[config.mk]
export PLATFORM = sky130hd
export DESIGN_NAME = riff_wave_stream_parser
export DESIGN_NICKNAME = d
export VERILOG_FILES = /design/src/rtl/core/riffw_pkg.sv /design/src/rtl/core/riffw_in_stage.sv /design/src/rtl/core/riffw_parse.sv /design/src/rtl/core/riffw_out_stage.sv /design/src/rtl/core/riff_wave_stream_parser.sv
export SDC_FILE = /design/constraint.sdc
export NUM_CORES = 1
export LEC_CHECK = 0
export BUFFER_PORTS_ARGS = -buffer_cell sky130_fd_sc_hd__buf_2
export CAP_MARGIN = 20
export CORE_MARGIN = 2
export CORE_UTILIZATION = 55
export DETAILED_ROUTE_END_ITERATION = 8
export GPL_TIMING_DRIVEN = 0
export PLACE_DENSITY = 0.76
export SETUP_SLACK_MARGIN = 0.02
export SYNTH_ARGS = -nofsm -noshare
export SYNTH_HDL_FRONTEND = slang
export SYNTH_SLANG_ARGS = --single-unit
[constraint.sdc]
create_clock -name clk -period 13.5 [get_ports clk]
set_clock_uncertainty 0.2 [all_clocks]
set_input_delay 2.7 -clock clk [delete_from_list [all_inputs] [get_ports clk]]
set_output_delay 2.7 -clock clk [all_outputs]
set_load 0.02 [all_outputs]
[src/rtl/core/riffw_pkg.sv]
package riffw_pkg;

	// parser phases
	localparam int PhaseW = 3;
	localparam logic [PhaseW-1:0] PH_HDR  = 3'd0;
	localparam logic [PhaseW-1:0] PH_ID   = 3'd1;
	localparam logic [PhaseW-1:0] PH_LEN  = 3'd2;
	localparam logic [PhaseW-1:0] PH_FMT  = 3'd3;
	localparam logic [PhaseW-1:0] PH_DATA = 3'd4;
	localparam logic [PhaseW-1:0] PH_SKIP = 3'd5;
	localparam logic [PhaseW-1:0] PH_DEAD = 3'd6;

	// status codes
	localparam logic [2:0] ST_OK        = 3'd0;
	localparam logic [2:0] ST_NOT_WAVE  = 3'd1;
	localparam logic [2:0] ST_NOT_PCM   = 3'd2;
	localparam logic [2:0] ST_BAD_CHANS = 3'd3;
	localparam logic [2:0] ST_BAD_BITS  = 3'd4;
	localparam logic [2:0] ST_TRUNC     = 3'd5;
	localparam logic [2:0] ST_NO_DATA   = 3'd6;

	localparam logic [31:0] TAG_RIFF = 32'h5249_4646;
	localparam logic [31:0] TAG_WAVE = 32'h5741_5645;
	localparam logic [31:0] TAG_FMT  = 32'h666D_7420;
	localparam logic [31:0] TAG_DATA = 32'h6461_7461;

	localparam logic [31:0] DEFAULT_RATE = 32'd22050;
	localparam logic [15:0] FLIP_MSB     = 16'h8000;
	localparam logic [30:0] FRAMES_MAX   = 31'h7FFF_FFFF;

	localparam logic [1:0] CH_MONO   = 2'd1;
	localparam logic [1:0] CH_STEREO = 2'd2;
	localparam logic [4:0] BITS_8    = 5'd8;
	localparam logic [4:0] BITS_16   = 5'd16;

	// one buffer byte
	typedef struct packed {
		logic [7:0] data;
		logic       eob;
	} riffw_item_t;

	// one result
	typedef struct packed {
		logic        sample_valid;
		logic [15:0] sample_value;
		logic        done;
		logic [2:0]  status;
		logic [1:0]  channels;
		logic [4:0]  bits;
		logic [31:0] rate;
		logic [30:0] frames;
	} riffw_res_t;

endpackage

[src/rtl/core/riffw_in_stage.sv]
module riffw_in_stage
	import riffw_pkg::*;
(
	input  logic        clk,
	input  logic        arst_n,
	input  logic        in_valid,
	input  riffw_item_t in_item,
	output logic        in_stall,
	input  logic        step,
	output logic        valid_s1,
	output riffw_item_t item_s1
);

	// holds while the parser cannot consume the registered byte
	assign in_stall = valid_s1 && !step;

	always_ff @(posedge clk or negedge arst_n) begin
		if (!arst_n) begin
			valid_s1 <= 1'b0;
		end else if (!in_stall) begin
			valid_s1 <= in_valid;
		end
	end

	always_ff @(posedge clk) begin
		if (!in_stall && in_valid) begin
			item_s1 <= in_item;
		end
	end

endmodule

[src/rtl/core/riffw_parse.sv]
module riffw_parse
	import riffw_pkg::*;
(
	input  logic        clk,
	input  logic        arst_n,
	input  logic        step,
	input  riffw_item_t item_s1,
	output logic        produce,
	output riffw_res_t  res
);

	logic [PhaseW-1:0] phase_q, nx_phase;
	logic [3:0]        idx_q, nx_idx;
	logic [31:0]       tag_q, nx_tag;
	logic [31:0]       left_q, nx_left;
	logic [31:0]       asm_q, nx_asm;
	logic [1:0]        ch_q, nx_ch;
	logic [4:0]        bits_q, nx_bits;
	logic [31:0]       rate_q, nx_rate;
	logic [30:0]       frames_q, nx_frames;
	logic [2:0]        err_q, nx_err;

	logic        smp_valid;
	logic [15:0] smp_value;
	logic [31:0] len;
	logic [31:0] q_ch;
	logic [31:0] q;
	logic [31:0] sbytes;
	logic [31:0] left_dec;
	logic [7:0]  b;
	logic        eob;

	assign b        = item_s1.data;
	assign eob      = item_s1.eob;
	assign left_dec = left_q - 32'd1;
	assign len      = left_q | ({24'b0, b} << {idx_q[1:0], 3'b000});

	// data chunk geometry: frames and sample bytes from the length
	assign q_ch   = (ch_q == CH_STEREO) ? {1'b0, len[31:1]} : len;
	assign q      = (bits_q == BITS_16) ? {1'b0, q_ch[31:1]} : q_ch;
	assign sbytes = (bits_q != BITS_16) ? len :
	                (ch_q == CH_STEREO) ? {len[31:2], 2'b00} : {len[31:1], 1'b0};

	always_comb begin
		nx_phase  = phase_q;
		nx_idx    = idx_q;
		nx_tag    = tag_q;
		nx_left   = left_q;
		nx_asm    = asm_q;
		nx_ch     = ch_q;
		nx_bits   = bits_q;
		nx_rate   = rate_q;
		nx_frames = frames_q;
		nx_err    = err_q;
		smp_valid = 1'b0;
		smp_value = 16'd0;

		case (phase_q)
			PH_HDR: begin
				nx_asm = {asm_q[23:0], b};
				if ((idx_q == 4'd3 && nx_asm != TAG_RIFF) ||
				    (idx_q == 4'd11 && nx_asm != TAG_WAVE)) begin
					nx_err   = ST_NOT_WAVE;
					nx_phase = PH_DEAD;
				end else if (idx_q >= 4'd11) begin
					nx_idx   = 4'd0;
					nx_phase = PH_ID;
				end else begin
					nx_idx = idx_q + 4'd1;
				end
			end
			PH_ID: begin
				nx_tag = {tag_q[23:0], b};
				nx_idx = idx_q + 4'd1;
				if (idx_q >= 4'd3) begin
					nx_idx   = 4'd0;
					nx_left  = 32'd0;
					nx_phase = PH_LEN;
				end
			end
			PH_LEN: begin
				nx_left = len;
				nx_idx  = idx_q + 4'd1;
				if (idx_q >= 4'd3) begin
					if (tag_q == TAG_FMT) begin
						nx_phase = PH_FMT;
						nx_idx   = 4'd0;
						nx_asm   = 32'd0;
					end else if (tag_q == TAG_DATA && q != 32'd0) begin
						nx_frames = q[31] ? FRAMES_MAX : q[30:0];
						nx_left   = sbytes;
						nx_idx    = 4'((len - sbytes) & 32'hF);
						nx_asm    = 32'd0;
						nx_phase  = PH_DATA;
					end else begin
						// empty data chunk, or any other chunk: skip it
						if (tag_q == TAG_DATA) begin
							nx_err = ST_NO_DATA;
						end
						nx_idx   = 4'd0;
						nx_phase = (len != 32'd0) ? PH_SKIP : PH_ID;
					end
				end
			end
			PH_FMT: begin
				case (idx_q)
					4'd1, 4'd3, 4'd5, 4'd15: nx_asm = asm_q | {16'b0, b, 8'b0};
					4'd6:                    nx_asm = asm_q | {8'b0, b, 16'b0};
					4'd7:                    nx_asm = asm_q | {b, 24'b0};
					default:                 nx_asm = {24'b0, b};
				endcase
				nx_idx = idx_q + 4'd1;
				if (idx_q == 4'd1 && nx_asm != 32'd1) begin
					nx_err   = ST_NOT_PCM;
					nx_phase = PH_DEAD;
					nx_idx   = idx_q;
				end else if (idx_q == 4'd3) begin
					if (nx_asm != 32'd1 && nx_asm != 32'd2) begin
						nx_err   = ST_BAD_CHANS;
						nx_phase = PH_DEAD;
						nx_idx   = idx_q;
					end else begin
						nx_ch = nx_asm[1:0];
					end
				end else if (idx_q == 4'd7) begin
					nx_rate = nx_asm;
				end else if (idx_q == 4'd15) begin
					if (nx_asm != 32'd8 && nx_asm != 32'd16) begin
						nx_err   = ST_BAD_BITS;
						nx_phase = PH_DEAD;
						nx_idx   = idx_q;
					end else begin
						// fmt body is 16 bytes, skip any extension
						nx_bits  = nx_asm[4:0];
						nx_left  = (left_q > 32'd16) ? left_q - 32'd16 : 32'd0;
						nx_idx   = 4'd0;
						nx_phase = (left_q > 32'd16) ? PH_SKIP : PH_ID;
					end
				end
			end
			PH_DATA: begin
				if (bits_q == BITS_8) begin
					smp_valid = 1'b1;
					smp_value = {8'b0, b};
				end else if (!left_q[0]) begin
					nx_asm = {24'b0, b};
				end else begin
					smp_valid = 1'b1;
					smp_value = {b, asm_q[7:0]} ^ FLIP_MSB;
				end
				nx_left = left_dec;
				if (left_dec == 32'd0) begin
					// idx holds the leftover bytes not forming a whole frame
					nx_err   = ST_OK;
					nx_left  = {28'b0, idx_q};
					nx_idx   = 4'd0;
					nx_phase = (idx_q != 4'd0) ? PH_SKIP : PH_ID;
				end
			end
			PH_SKIP: begin
				nx_left = left_dec;
				if (left_dec == 32'd0) begin
					nx_idx   = 4'd0;
					nx_phase = PH_ID;
				end
			end
			default: begin
			end
		endcase

		if (eob) begin
			case (nx_phase)
				PH_HDR:  nx_err = ST_NOT_WAVE;
				PH_FMT:  nx_err = (nx_idx < 4'd2) ? ST_NOT_PCM :
				                  (nx_idx < 4'd4) ? ST_BAD_CHANS : ST_BAD_BITS;
				PH_DATA: nx_err = ST_TRUNC;
				default: begin
				end
			endcase
		end
	end

	assign produce = smp_valid || eob;

	always_comb begin
		res.sample_valid = smp_valid;
		res.sample_value = smp_value;
		res.done         = eob;
		res.status       = nx_err;
		res.channels     = nx_ch;
		res.bits         = nx_bits;
		res.rate         = nx_rate;
		res.frames       = nx_frames;
	end

	always_ff @(posedge clk or negedge arst_n) begin
		if (!arst_n) begin
			phase_q  <= PH_HDR;
			idx_q    <= 4'd0;
			tag_q    <= 32'd0;
			left_q   <= 32'd0;
			asm_q    <= 32'd0;
			ch_q     <= CH_MONO;
			bits_q   <= BITS_8;
			rate_q   <= DEFAULT_RATE;
			frames_q <= 31'd0;
			err_q    <= ST_NO_DATA;
		end else if (step) begin
			if (eob) begin
				// end of buffer: next byte opens a fresh buffer
				phase_q  <= PH_HDR;
				idx_q    <= 4'd0;
				tag_q    <= 32'd0;
				left_q   <= 32'd0;
				asm_q    <= 32'd0;
				ch_q     <= CH_MONO;
				bits_q   <= BITS_8;
				rate_q   <= DEFAULT_RATE;
				frames_q <= 31'd0;
				err_q    <= ST_NO_DATA;
			end else begin
				phase_q  <= nx_phase;
				idx_q    <= nx_idx;
				tag_q    <= nx_tag;
				left_q   <= nx_left;
				asm_q    <= nx_asm;
				ch_q     <= nx_ch;
				bits_q   <= nx_bits;
				rate_q   <= nx_rate;
				frames_q <= nx_frames;
				err_q    <= nx_err;
			end
		end
	end

	a_eob_restarts: assert property (@(posedge clk) disable iff (!arst_n)
		step && eob |=> phase_q == PH_HDR && err_q == ST_NO_DATA && idx_q == 4'd0)
		else $error("parser did not restart after end of buffer");

	a_chans_legal: assert property (@(posedge clk) disable iff (!arst_n)
		ch_q == CH_MONO || ch_q == CH_STEREO)
		else $error("latched channel count out of range");

	a_bits_legal: assert property (@(posedge clk) disable iff (!arst_n)
		bits_q == BITS_8 || bits_q == BITS_16)
		else $error("latched sample width out of range");

	a_data_nonempty: assert property (@(posedge clk) disable iff (!arst_n)
		phase_q == PH_DATA |-> left_q != 32'd0 && frames_q != 31'd0)
		else $error("data phase with nothing left to emit");

endmodule

[src/rtl/core/riffw_out_stage.sv]
module riffw_out_stage
	import riffw_pkg::*;
(
	input  logic       clk,
	input  logic       arst_n,
	input  logic       load,
	input  riffw_res_t res,
	input  logic       out_stall,
	output logic       out_free,
	output logic       out_valid,
	output riffw_res_t res_q
);

	assign out_free = !out_valid || !out_stall;

	always_ff @(posedge clk or negedge arst_n) begin
		if (!arst_n) begin
			out_valid <= 1'b0;
		end else if (load) begin
			out_valid <= 1'b1;
		end else if (!out_stall) begin
			out_valid <= 1'b0;
		end
	end

	always_ff @(posedge clk) begin
		if (load) begin
			res_q <= res;
		end
	end

	a_no_overwrite: assert property (@(posedge clk) disable iff (!arst_n)
		load |-> out_free)
		else $error("result register overwritten while stalled");

endmodule

[src/rtl/core/riff_wave_stream_parser.sv]
// channel  | handshake             | payload
// ---------+-----------------------+-----------------------------------------------
// input    | in_valid / in_stall   | in_byte, end_of_buffer
// output   | out_valid / out_stall | sample_valid, sample_value, done_res, status,
//          |                       | channel_count, bits_per_sample, sample_rate,
//          |                       | frame_count
//
// One byte per cycle while out_stall holds back no result; each result passes the input
// register, then the parse logic into the result register.
// A byte that yields no result never waits on the output side.
// Reset puts the parser at the start of a buffer with the default format (22050 Hz,
// 8 bits, mono); the final byte of each buffer does the same.
// out_stall holds the result register; in_stall rises while a byte waits for that register.
module riff_wave_stream_parser
	import riffw_pkg::*;
(
	input  logic        clk,
	input  logic        arst_n,
	input  logic        in_valid,
	output logic        in_stall,
	input  logic [7:0]  in_byte,
	input  logic        end_of_buffer,
	output logic        out_valid,
	input  logic        out_stall,
	output logic        sample_valid,
	output logic [15:0] sample_value,
	output logic        done_res,
	output logic [2:0]  status,
	output logic [1:0]  channel_count,
	output logic [4:0]  bits_per_sample,
	output logic [31:0] sample_rate,
	output logic [30:0] frame_count
);

	riffw_item_t in_item, item_s1;
	riffw_res_t  res, res_q;
	logic        valid_s1;
	logic        step;
	logic        produce;
	logic        out_free;

	assign in_item.data = in_byte;
	assign in_item.eob  = end_of_buffer;

	// consume the registered byte unless its result has nowhere to go
	assign step = valid_s1 && (!produce || out_free);

	riffw_in_stage u_in (
		.clk      (clk),
		.arst_n   (arst_n),
		.in_valid (in_valid),
		.in_item  (in_item),
		.in_stall (in_stall),
		.step     (step),
		.valid_s1 (valid_s1),
		.item_s1  (item_s1)
	);

	riffw_parse u_parse (
		.clk     (clk),
		.arst_n  (arst_n),
		.step    (step),
		.item_s1 (item_s1),
		.produce (produce),
		.res     (res)
	);

	riffw_out_stage u_out (
		.clk       (clk),
		.arst_n    (arst_n),
		.load      (step && produce),
		.res       (res),
		.out_stall (out_stall),
		.out_free  (out_free),
		.out_valid (out_valid),
		.res_q     (res_q)
	);

	assign sample_valid    = res_q.sample_valid;
	assign sample_value    = res_q.sample_value;
	assign done_res        = res_q.done;
	assign status          = res_q.status;
	assign channel_count   = res_q.channels;
	assign bits_per_sample = res_q.bits;
	assign sample_rate     = res_q.rate;
	assign frame_count     = res_q.frames;

	a_empty_no_stall: assert property (@(posedge clk) disable iff (!arst_n)
		!valid_s1 |-> !in_stall)
		else $error("input stalled with empty input register");

	a_step_when_free: assert property (@(posedge clk) disable iff (!arst_n)
		valid_s1 && out_free |-> !in_stall)
		else $error("input stalled although result register is free");

	a_done_eob: assert property (@(posedge clk) disable iff (!arst_n)
		step && produce && item_s1.eob |=> out_valid && done_res)
		else $error("end of buffer produced no done result");

endmodule

==> impl_metrics.json <==
{
  "layout-drive-gt1-share_pct": 12.74,
  "synth_edf_count": 100,
  "rrSetupSlack_ps": 6760,
  "first_pass_iters": 8,
  "gr-total-overflow": 0,
  "cp_cell_sequence": "clkbuf_1 -> clkbuf_1 -> inv_1 -> ha_1 -> and3b_1 -> buf_1 -> a21oi_1 -> nand4_1 -> nor3_1 -> nand3_1 -> nand2b_1 -> a21oi_1 -> o21ai_0 -> o21ai_0 -> o21ai_0",
  "clockRootBuffer": "clkbuf_16",
  "use_met1_pct": 56.64,
  "tns_ps": 0,
  "outcome": "finished, final reports clean",
  "crit_buf_inv": 4,
  "cts_tree": "done",
  "cp.required_ps": 13730,
  "post-dp-hpwl_um": 45040,
  "clock-sinks": 278,
  "hold_violations": 0,
  "setup_violations": 0,
  "cp_slowest_cell": "nor3_1",
  "cellPowerDensity_nw_per_um2": 168.1,
  "grt_use_met2_pct": 57.58,
  "maxCapViolations": 0,
  "setup_slack_ps": 6765,
  "syn_nets": 1759,
  "syn_inst": 1736,
  "worst_pin_slew_ps": 1133,
  "arrival_ps": 6970,
  "synth_seq_cells": 278,
  "seq_area_frac_synth_pct": 46.16,
  "syn_avg_cell_area_um2": 9.321,
  "timing.final.crit_share_pct": 49.89,
  "insertion_delay_ps": 590,
  "nFillCells": 2407,
  "ys.flop_type": "dfrtp_1",
  "antenna_found_initial": 0,
  "path_class": "reg -> reg",
  "max_slew_margin_pct": 23.87,
  "coreArea_um2": 28860,
  "dieArea_um2": 30810,
  "grt_start_max_net_pins": 98,
  "num_io_pins": 106,
  "report.final.slew_viol_count": 0,
  "top_usage_layer": "met2",
  "grt_pass1_vias": 15240,
  "synth_area_leaders": "dfrtp_1 26%, edfxtp_1 19%, a22o_1 5.0%, a21oi_1 4.7%, o21ai_0 3.9%",
  "clkTransAtPathRegs_ps": 60,
  "final_antenna_net_count": 0,
  "synth_most_common_cell": "dfrtp_1",
  "yosysTopAreaCell": "dfrtp_1",
  "initial_core_util_pct": 56.07,
  "remaining_drc_errors": 0,
  "crit_family": "compound AO/OA/AOI/OAI gates",
  "yosysUniqueCellTypes": 96,
  "io_buffers": 105,
  "numCtsBuffers": 29,
  "rows": 62,
  "die_w_um": 175.5,
  "nets": 1899,
  "rsz0062_at_grt": "false",
  "syn-cell-area_um2": 16180,
  "hold_class": "reg -> reg",
  "grt_pass1_wl_um": 93430,
  "synth_top_area_share_pct": 25.98,
  "cp_common_cell": "o21ai_0",
  "postCtsHoldBufs": 0,
  "ctsResizeCount": 0,
  "cts_max_path_buffers": 3,
  "syn2layout_area_growth_pct": 13.22,
  "vias": 15970,
  "h-tree-depth": 1,
  "timing.hold.ws_ps": 281.6,
  "gp_congestion": 1.046,
  "worstSetupStartpoint": "u_parse.idx_q[0]$_DFFE_PN0P_",
  "min_from": "u_parse.asm_q[25]$_DFFE_PN0P_",
  "peakVddDrop_v": 0.0001032,
  "wl_per_cell_um": 26.96,
  "diodes": 0,
  "drt-initial-drc-count": 2322,
  "start_kind": "register",
  "critPathCaptureType": "register",
  "yosys-top-cells-count": "168 x dfrtp_1, 160 x nor2_1, 155 x nand2_1",
  "p_leak_uw": 0.007434,
  "slowest_delay_ps": 930,
  "pre_cts_slack_ps": 7321,
  "period_needed_ps": 6735,
  "post_cts_buffers": 0,
  "grt_use_met3_pct": 10.61,
  "async_flop_share_pct": 64.03,
  "worstPathMaxFanout": 13,
  "via_per_inst": 6.996,
  "synth_warnings": 0,
  "routed_wl_um": 61540,
  "grt_use_total_pct": 39.73,
  "die_h_um": 175.5,
  "design_area_um2": 18320,
  "place_area_um2": 17280,
  "reg2reg_from": "u_parse.idx_q[0]$_DFFE_PN0P_",
  "max_freq_ghz": 0.1485
}
==> sequential cells by signal, summed over array words and instances (netlist names), 4 cells and up <==
| name | count |
|---|---|
| u_out.res_q | 91 |
| u_parse.asm_q | 32 |
| u_parse.left_q | 32 |
| u_parse.rate_q | 32 |
| u_parse.tag_q | 32 |
| u_parse.frames_q | 31 |
| u_in.item_s1 | 9 |
| u_parse.bits_q | 5 |
| u_parse.idx_q | 4 |
==> per-layer routing <==
layer | vias up | wire length, um
met3 | 245 | 7956
li1 | 6828 | -
met4 | 0 | 3105
met2 | 1219 | 25570
met5 | - | 0
met1 | 7679 | 24910
==> power by group <==
group | leakage (uW) | switching (uW) | internal [uW]
logic | 0.00357 | 794 | 339
clock network | 0.000506 | 366 | 521
registers | 0.00336 | 96.4 | 963
==> path summary, 6_finish.rpt <==
path | endpoint | depth (start not counted)
max | u_parse.left_q[2]$_DFFE_PN0P_ | 15
min reg2reg | u_parse.asm_q[25]$_DFFE_PN0P_ | 2
min | u_parse.asm_q[25]$_DFFE_PN0P_ | 2
max reg2reg | u_parse.left_q[2]$_DFFE_PN0P_ | 15
min in group asynchronous | u_parse.rate_q[3]$_DFFE_PN0P_ | 1
max in group asynchronous | u_parse.left_q[17]$_DFFE_PN0P_ | 2
==> logic make-up (layout without fill, tap and decap cells) <==
group,count (synthesis),after routing,synth area share [%]
XOR/XNOR,21,21,1.137
adder cells (fa/ha/maj),11,11,0.8816
multiplexers,28,28,1.794
buffers and inverters,179,342,4.400
flip-flops,278,278,46.16
AND/OR/NAND/NOR,612,612,19.92
AO/OA/AOI/OAI,606,606,25.68
other,1,1,0.02318
==> metrics by stage <==
step	power, uW	instances	util [%]
6_report	3080	2283	63.48
5_1_grt	3175	2283	63.48
4_1_cts	3015	2283	63.48
3_5_place_dp	2136	2229	59.89
3_3_place_gp	2124	2225	59.56
2_1_floorplan	1755	1736	-
==> cell type report <==
class / instances / area [um2] / area share, %
well taps: 384 / 480.5 / 2.623
clock inverters: 17 / 271.5 / 1.482
inverters: 31 / 116.4 / 0.6352
clock buffers: 37 / 765.7 / 4.180
repair buffers: 109 / 614.3 / 3.353
flip-flops and latches: 278 / 7470 / 40.77
plain buffers: 148 / 595.6 / 3.251
multi-input cells: 1279 / 8006 / 43.70
==> worst register-to-register path, delay by kind of cell (launching register included) <==
kind / cells / cell delay [ps]
AO/OA/AOI/OAI: 5 / 2140
adder cells (fa/ha/maj): 1 / 300
buffers and inverters: 4 / 1270
flip-flops: 1 / 670
AND/OR/NAND/NOR: 5 / 2000
==> layout by cell type (no fill, tap or decap), drive strengths merged, types with 12 or more instances in the layout <==
master   count
and3        14
a2bb2oi     16
nand3       30
inv         33
a311oi      12
nor2       161
o31ai       19
o211ai      13
a22o        92
o22ai       17
and3b       17
nor3        51
a21oi      152
buf        138
dfrtp      168
and2        20
nor3b       12
nor2b       18
o21ai      127
xnor2       15
clkbuf     156
nor4        27
edfxtp     100
nand4       22
a211oi      20
a31oi       19
nand2b      23
o32ai       18
or3b        17
mux2i       20
or3         13
nand2      155
Note: power is estimated with default switching activity, not from simulation.
